`src/sv/mrc_pkg.sv`:
```
package mrc_pkg;

  localparam int FRAC_BITS_DEF = 16;
  localparam int MAX_FOLDS_DEF = 4;

  localparam int VAL_W = 32;
  localparam int WIDE_W = 64;

  // live mode codes, count_mode shares 0..4
  localparam logic [2:0] MODE_NONE   = 3'd0;
  localparam logic [2:0] MODE_WRAP   = 3'd1;
  localparam logic [2:0] MODE_JUMP   = 3'd2;
  localparam logic [2:0] MODE_BOUNCE = 3'd3;
  localparam logic [2:0] MODE_STOP   = 3'd4;
  localparam logic [2:0] MODE_HOLD   = 3'd5;

  localparam logic [1:0] OP_ADVANCE = 2'd0;
  localparam logic [1:0] OP_SET     = 2'd1;
  localparam logic [1:0] OP_RESTART = 2'd2;

  localparam logic [1:0] STAT_NORMAL = 2'd0;
  localparam logic [1:0] STAT_AT_END = 2'd1;
  localparam logic [1:0] STAT_ERROR  = 2'd2;

  localparam logic [2:0] REG_START = 3'd0;
  localparam logic [2:0] REG_END   = 3'd1;
  localparam logic [2:0] REG_STEP  = 3'd2;
  localparam logic [2:0] REG_MODE  = 3'd3;

  typedef struct packed {
    logic                     out_of_range;
    logic signed [WIDE_W-1:0] x_fold;
    logic signed [WIDE_W-1:0] x_clamp;
    logic signed [VAL_W-1:0]  step_fold;
  } fold_res_t;

endpackage

```
`src/sv/mrc_fold_step.sv`:
```
module mrc_fold_step (
  input  logic signed [mrc_pkg::WIDE_W-1:0] x,
  input  logic signed [mrc_pkg::WIDE_W-1:0] lo,
  input  logic signed [mrc_pkg::WIDE_W-1:0] hi,
  input  logic signed [mrc_pkg::WIDE_W-1:0] span,
  input  logic        [2:0]                 mode,
  input  logic signed [mrc_pkg::VAL_W-1:0]  step,
  output mrc_pkg::fold_res_t                res
);
  import mrc_pkg::*;

  localparam logic signed [VAL_W-1:0] STEP_MIN = {1'b1, {(VAL_W-1){1'b0}}};
  localparam logic signed [VAL_W-1:0] STEP_MAX = {1'b0, {(VAL_W-1){1'b1}}};

  logic                     below;
  logic                     above;
  logic signed [WIDE_W-1:0] edge_val;
  logic signed [WIDE_W-1:0] far_val;

  assign below    = x < lo;
  assign above    = x > hi;
  assign edge_val = below ? lo : hi;
  assign far_val  = below ? hi : lo;

  always_comb begin
    res.out_of_range = below | above;
    res.x_clamp      = edge_val;
    res.step_fold    = step;
    unique case (mode)
      MODE_WRAP:   res.x_fold = below ? (x + span) : (x - span);
      MODE_JUMP:   res.x_fold = far_val;
      MODE_BOUNCE: begin
        // reflect about the crossed limit, reverse the step with saturation
        res.x_fold    = (edge_val <<< 1) - x;
        res.step_fold = (step == STEP_MIN) ? STEP_MAX : -step;
      end
      default:     res.x_fold = edge_val;
    endcase
  end

endmodule

```
`src/sv/mode_range_counter.sv`:
```
// Fixed-point range counter (signed, FRAC_BITS fraction bits).
// Config channel (cfg_valid/cfg_ready, cfg_index, cfg_data) writes start,
// end, step and mode; every write to one of these re-checks the setup and
// reloads the counter with the start value. Writes are taken only while
// the sequencer is idle. Input channel (in_valid/in_ready) carries opcode,
// step_scale and new_value; each beat yields exactly one result beat on
// the out_ channel. An advance multiplies step by scale into a register at
// accept, then runs the fold loop on a shared 64-bit add/compare unit, one
// fold per cycle. An item passes ST_EXEC, then ST_FOLD for an active
// advance, then ST_DONE, which loads the output register. An advance folds
// at most MAX_FOLDS times; if still out of range, it is clamped to the
// crossed limit and fold_overflow is set.
// The result sits in an output register; the next item is accepted while
// it waits. If the receiver stalls with a result still held, the next item
// waits in ST_DONE until the output register frees up. Reset (synchronous,
// rst_n low) zeroes the state, setup, counter and out_valid: mode none,
// so results report error status and a zero count until configured.
module mode_range_counter #(
  parameter int FRAC_BITS = mrc_pkg::FRAC_BITS_DEF,
  parameter int MAX_FOLDS = mrc_pkg::MAX_FOLDS_DEF
) (
  input  logic                             clk,
  input  logic                             rst_n,
  input  logic                             cfg_valid,
  output logic                             cfg_ready,
  input  logic        [2:0]                cfg_index,
  input  logic        [mrc_pkg::VAL_W-1:0] cfg_data,
  input  logic                             in_valid,
  output logic                             in_ready,
  input  logic        [1:0]                in_opcode,
  input  logic signed [mrc_pkg::VAL_W-1:0] in_step_scale,
  input  logic signed [mrc_pkg::VAL_W-1:0] in_new_value,
  output logic                             out_valid,
  input  logic                             out_ready,
  output logic signed [mrc_pkg::VAL_W-1:0] out_count_value,
  output logic signed [15:0]               out_count_whole,
  output logic        [1:0]                out_count_status,
  output logic                             out_fold_overflow
);
  import mrc_pkg::*;

  localparam int CNT_W = $clog2(MAX_FOLDS + 1);
  localparam logic [VAL_W-1:0] FRAC_MASK = VAL_W'((64'd1 << FRAC_BITS) - 64'd1);
  localparam logic signed [VAL_W:0] WHOLE_MAX = 33'sd32767;
  localparam logic signed [VAL_W:0] WHOLE_MIN = -33'sd32768;

  typedef enum logic [1:0] {ST_IDLE, ST_EXEC, ST_FOLD, ST_DONE} state_t;

  state_t state_r;

  logic signed [VAL_W-1:0]  start_r, end_r, step_r;
  logic        [2:0]        mode_r;
  logic signed [VAL_W-1:0]  count_r, live_step_r;
  logic        [2:0]        live_mode_r;

  logic        [1:0]        op_r;
  logic signed [VAL_W-1:0]  nv_r;
  logic signed [WIDE_W-1:0] prod_r, x_r, lo_r, hi_r, span_r;
  logic        [CNT_W-1:0]  fold_cnt_r;
  logic                     over_r;

  logic signed [VAL_W-1:0]  out_value_r;
  logic signed [15:0]       out_whole_r;
  logic        [1:0]        out_status_r;
  logic                     out_over_r;
  logic                     out_valid_r;

  // candidate setup with the written register substituted
  logic signed [VAL_W-1:0]  s_c, e_c, st_c;
  logic        [2:0]        m_c;
  logic                     cfg_hit, setup_ok;
  logic        [2:0]        live_mode_nxt;

  logic                     in_fire, cfg_fire, adv_active, out_load;
  logic signed [VAL_W-1:0]  lo_c, hi_c;
  fold_res_t                fold;

  logic signed [VAL_W-1:0]  v_c, shifted_c;
  logic signed [VAL_W:0]    whole_c;
  logic signed [15:0]       whole_sat_c;
  logic        [1:0]        status_c;

  assign cfg_ready = (state_r == ST_IDLE);
  assign in_ready  = (state_r == ST_IDLE) && !cfg_valid;
  assign cfg_fire  = cfg_valid && cfg_ready;
  assign in_fire   = in_valid && in_ready;
  assign out_load  = (state_r == ST_DONE) && (!out_valid_r || out_ready);

  always_comb begin
    s_c     = start_r;
    e_c     = end_r;
    st_c    = step_r;
    m_c     = mode_r;
    cfg_hit = 1'b1;
    unique case (cfg_index)
      REG_START: s_c  = signed'(cfg_data);
      REG_END:   e_c  = signed'(cfg_data);
      REG_STEP:  st_c = signed'(cfg_data);
      REG_MODE:  m_c  = cfg_data[2:0];
      default:   cfg_hit = 1'b0;
    endcase
    setup_ok = (m_c != MODE_NONE) && (m_c <= MODE_STOP) && (st_c != '0) &&
               !((s_c < e_c) && (st_c < 0)) && !((s_c > e_c) && (st_c > 0));
    if (!setup_ok)      live_mode_nxt = MODE_NONE;
    else if (s_c != e_c) live_mode_nxt = m_c;
    else                live_mode_nxt = MODE_HOLD;
  end

  assign lo_c = (start_r < end_r) ? start_r : end_r;
  assign hi_c = (start_r < end_r) ? end_r : start_r;
  assign adv_active = (op_r == OP_ADVANCE) && (live_mode_r >= MODE_WRAP) &&
                      (live_mode_r <= MODE_STOP);

  mrc_fold_step u_fold (
    .x    (x_r),
    .lo   (lo_r),
    .hi   (hi_r),
    .span (span_r),
    .mode (live_mode_r),
    .step (live_step_r),
    .res  (fold)
  );

  // result fields from the settled counter
  always_comb begin
    v_c       = (live_mode_r == MODE_NONE) ? '0 : count_r;
    shifted_c = v_c >>> FRAC_BITS;
    // truncate toward zero: floor shift, bump negatives with a fraction
    whole_c   = (VAL_W+1)'(shifted_c) +
                (VAL_W+1)'(v_c[VAL_W-1] && ((v_c & FRAC_MASK) != '0));
    if (whole_c > WHOLE_MAX)      whole_sat_c = 16'sh7fff;
    else if (whole_c < WHOLE_MIN) whole_sat_c = -16'sh8000;
    else                          whole_sat_c = whole_c[15:0];
    if (live_mode_r == MODE_NONE) status_c = STAT_ERROR;
    else if (live_mode_r == MODE_STOP && count_r == end_r) status_c = STAT_AT_END;
    else status_c = STAT_NORMAL;
  end

  always_ff @(posedge clk) begin
    if (!rst_n) begin
      state_r     <= ST_IDLE;
      start_r     <= '0;
      end_r       <= '0;
      step_r      <= '0;
      mode_r      <= MODE_NONE;
      count_r     <= '0;
      live_step_r <= '0;
      live_mode_r <= MODE_NONE;
      out_valid_r <= 1'b0;
    end else begin
      if (out_load)       out_valid_r <= 1'b1;
      else if (out_ready) out_valid_r <= 1'b0;

      if (cfg_fire && cfg_hit) begin
        start_r     <= s_c;
        end_r       <= e_c;
        step_r      <= st_c;
        mode_r      <= m_c;
        live_step_r <= st_c;
        count_r     <= s_c;
        live_mode_r <= live_mode_nxt;
      end

      unique case (state_r)
        ST_IDLE: begin
          if (in_fire) begin
            op_r    <= in_opcode;
            nv_r    <= in_new_value;
            prod_r  <= in_step_scale * live_step_r;
            lo_r    <= WIDE_W'(lo_c);
            hi_r    <= WIDE_W'(hi_c);
            state_r <= ST_EXEC;
          end
        end
        ST_EXEC: begin
          fold_cnt_r <= '0;
          over_r     <= 1'b0;
          span_r     <= hi_r - lo_r;
          if (adv_active) begin
            x_r     <= WIDE_W'(count_r) + (prod_r >>> FRAC_BITS);
            state_r <= ST_FOLD;
          end else begin
            if (op_r == OP_SET && WIDE_W'(nv_r) >= lo_r && WIDE_W'(nv_r) <= hi_r)
              count_r <= nv_r;
            else if (op_r == OP_RESTART && live_mode_r != MODE_NONE)
              count_r <= start_r;
            state_r <= ST_DONE;
          end
        end
        ST_FOLD: begin
          if (!fold.out_of_range) begin
            count_r <= x_r[VAL_W-1:0];
            state_r <= ST_DONE;
          end else if (fold_cnt_r == CNT_W'(MAX_FOLDS)) begin
            count_r <= fold.x_clamp[VAL_W-1:0];
            over_r  <= 1'b1;
            state_r <= ST_DONE;
          end else begin
            x_r         <= fold.x_fold;
            live_step_r <= fold.step_fold;
            fold_cnt_r  <= fold_cnt_r + 1'b1;
          end
        end
        ST_DONE: begin
          // hold until the output register is free
          if (out_load) begin
            out_value_r  <= v_c;
            out_whole_r  <= whole_sat_c;
            out_status_r <= status_c;
            out_over_r   <= over_r;
            state_r      <= ST_IDLE;
          end
        end
        default: state_r <= ST_IDLE;
      endcase
    end
  end

  assign out_valid         = out_valid_r;
  assign out_count_value   = out_value_r;
  assign out_count_whole   = out_whole_r;
  assign out_count_status  = out_status_r;
  assign out_fold_overflow = out_over_r;

endmodule
```
`config.mk`:
```
export PLATFORM = sky130hd
export DESIGN_NAME = mode_range_counter
export DESIGN_NICKNAME = d
export VERILOG_FILES = /design/src/sv/mrc_pkg.sv /design/src/sv/mrc_fold_step.sv /design/src/sv/mode_range_counter.sv
export SDC_FILE = /design/constraint.sdc
export NUM_CORES = 2
export LEC_CHECK = 0
export BUFFER_PORTS_ARGS = -buffer_cell sky130_fd_sc_hd__buf_2
export CORE_UTILIZATION = 50
export DETAILED_ROUTE_END_ITERATION = 16
export GPL_TIMING_DRIVEN = 0
export HOLD_SLACK_MARGIN = 0.05
export PLACE_DENSITY = 0.63
export SLEW_MARGIN = 20
export SYNTH_ARGS = -nofsm -noshare
export SYNTH_HDL_FRONTEND = slang
export SYNTH_HIERARCHICAL = 1
export SYNTH_SLANG_ARGS = --single-unit
```
`constraint.sdc`:
```
create_clock -name clk -period 11.2 [get_ports clk]
set_clock_uncertainty 0.2 [all_clocks]
set_input_delay 1.68 -clock clk [delete_from_list [all_inputs] [get_ports clk]]
set_output_delay 1.68 -clock clk [all_outputs]
set_load 0.05 [all_outputs]
```
==> summary.txt <==
Outcome
  • Status: complete, but fails checks
  • Violated checks: negative setup slack

Synthesis
  • Syn Area/Cell: 8.53 um2
  • Syn nets: 11205
  • Post-synthesis instance total: 9365
  • YS warnings: 6
  • Mapped cell area: 79800 um2

Worst hold path
  • Hold-critical path depth: 1
  • Hold Crit Class: reg -> reg

Routing
  • Top sig layer: met5
  • Vias per cell: 6.15
  • DRT Wirelength: 348000 um
  • DR WL met3: 33000 um
  • Met2 WL: 156000 um
  • Post-route ant nets: 0
  • Routed vias: 72205
  • DRC: 0
  • Initial drt markers: 8044
  • Routed wire length per instance: 29.6 um
  • Pre-antenna DRT Iters: 7
  • WL met1: 131000 um

Job
  • MaxCap Viol Count: 0

STA
  • Relative slew slack: 0.117
  • Worst Max-Slew Pin Slew: 1.32 ns
  • Fin Setup TNS: -0.0135 ns
  • Slew Limit Fails: 0
  • Final period util: 1.00
  • RSZ-0062 raised after global routing: no
  • Hold Vio Cnt, Final: 0
  • Fin crit period: 11.21 ns
  • Peak Freq: 89.2 MHz
  • Worst setup margin: -0.0135 ns
  • Final setup vio count: 1

Finish
  • Layout cells sized above 1: 0.0519
  • Final #Nets: 11449
  • Fill cell count: 14971
  • Finished Layout Cells: 11740
  • Area Overhead vs Synth: 7.42%

Clock network
  • Max clock buf depth: 3
  • Clock network latency to the later pin of the worst-skew pair: 0.68 ns
  • H-tree depth: 2
  • Worst-path clk slew: 0.06 ns
  • TritonCTS Buffers: 54
  • CTS Root Cell: clkbuf_16
  • Sink Count: 467
  • Hold_buf cts: 0
  • CTS tree: yes

Setup path
  • Crit. path cell count: 32
  • CP delay by family, top: compound AO/OA/AOI/OAI gates
  • WP data arrival: 11.37 ns
  • WP buf/inv: 9
  • Required @ worst endpoint: 11.36 ns
  • Reg-to-reg setup timing slack: -0.01 ns
  • Slowest CP cell: a2111oi_0
  • Crit-path max cell delay: 0.82 ns
  • Crit path capture type: register
  • CP startpoint kind: register
  • CP max FO: 22
  • R2R depth: 32
  • WS Path Type: reg -> reg

Floorplanning
  • IO Count: 160
  • Die area: 161000 um2
  • Die Y: 402 um
  • Row Count: 146
  • Die width: 402 um
  • Initial Util: 0.504
  • Core area: 158000 um2

Place
  • Worst slack at placement: -0.527 ns
  • I/O Buffers: 159
  • Inst Count DP: 11621
  • GPL Wtd Cong: 1.10
  • Detailed Place HPWL: 289000 um

Global routing
  • Grt ovf: 0
  • Tot GR Track Use: 0.425
  • First-pass GRT wire length: 494000 um
  • Initial antenna violation count: 29
  • Pin count of the biggest net entering global routing: 55
  • Number of global-route vias before repair: 71024
per-stage QoR:
stage | area, um2 | hold WS, ns | utilization
final | 85800 | 0.306 | 0.542
after global placement | 83200 | 0.282 | 0.526
after global routing | 85700 | 0.329 | 0.541
after CTS | 85700 | 0.311 | 0.541
after floorplan | 79800 | 0.200 | -
after detailed placement | 83800 | 0.296 | 0.529
placed cells by master (no fill, tap or decap), types with 16 or more instances in the layout:
master,count
a211oi_1,63
ha_1,649
a21o_1,185
xnor2_1,203
and2_1,527
a31oi_1,107
a2111oi_0,16
o22ai_1,23
mux2_2,72
nor2_1,381
dfxtp_1,168
o21ai_1,29
nand3_1,97
o211ai_1,118
mux2i_1,98
o21ai_0,514
nand2b_1,47
nand4_1,104
nand2_1,1222
buf_2,203
a21oi_1,504
o21a_1,57
inv_1,1503
and3_1,70
nor4_1,26
clkbuf_16,54
edfxtp_1,298
nor2b_1,51
buf_8,17
clkbuf_1,388
xor2_1,163
fa_1,1085
a21boi_0,57
o31ai_1,39
buf_1,24
o21bai_1,39
nor3_1,82
a221oi_1,25
or3_1,25
what timing repair did:
item	CTS	global route
setup buffers	0	0
gates resized for setup	0	3
hold endpoints to repair	0	0
setup endpoints to repair	0	2
worst register-to-register path: cells and delay by family (launching register included):
family	cells	cell delay [ns]
XOR/XNOR	1	0.19
flip-flops	1	0.65
AO/OA/AOI/OAI	11	4.65
buffers and inverters	9	2.47
AND/OR/NAND/NOR	8	1.90
multiplexers	1	0.18
adder cells (fa/ha/maj)	2	0.68
final timing paths:
path             start         to
max           lo_r[31]    x_r[62]
min          mode_r[2]  mode_r[2]
max reg2reg   lo_r[31]    x_r[62]
min reg2reg  mode_r[2]  mode_r[2]
cell type report:
cell class | count | area, um2 | area share
well taps | 2072 | 2590 | 0.0302
repair buffers | 188 | 1310 | 0.0152
inverters | 1506 | 5650 | 0.0659
plain buffers | 472 | 1950 | 0.0228
multi-input cells | 6920 | 60000 | 0.700
diodes | 15 | 37.5 | 0.000438
clock buffers | 69 | 1460 | 0.0170
clock inverters | 31 | 435 | 0.00508
flip-flops and latches | 467 | 12300 | 0.144
registers in the layout (all words and copies together), names as in the netlist, 3 cells and up:
name / cells
live_step_r: 32
start_r: 32
out_count_value: 32
prod_r: 48
lo_r: 32
out_count_whole: 16
step_r: 32
hi_r: 32
live_mode_r: 3
end_r: 32
fold_cnt_r: 3
count_r: 32
span_r: 33
nv_r: 32
mode_r: 3
x_r: 64
routing by layer:
metal / global-route usage / vias up
met4: 0.276 / 16
met3: 0.0676 / 1069
met2: 0.680 / 4192
met1: 0.536 / 35686
met5: 0 / -
li1: - / 31242
Power is left out: the tool's default activity adds up to more than one toggle a clock period on the data nets, which glitch-free logic cannot reach.
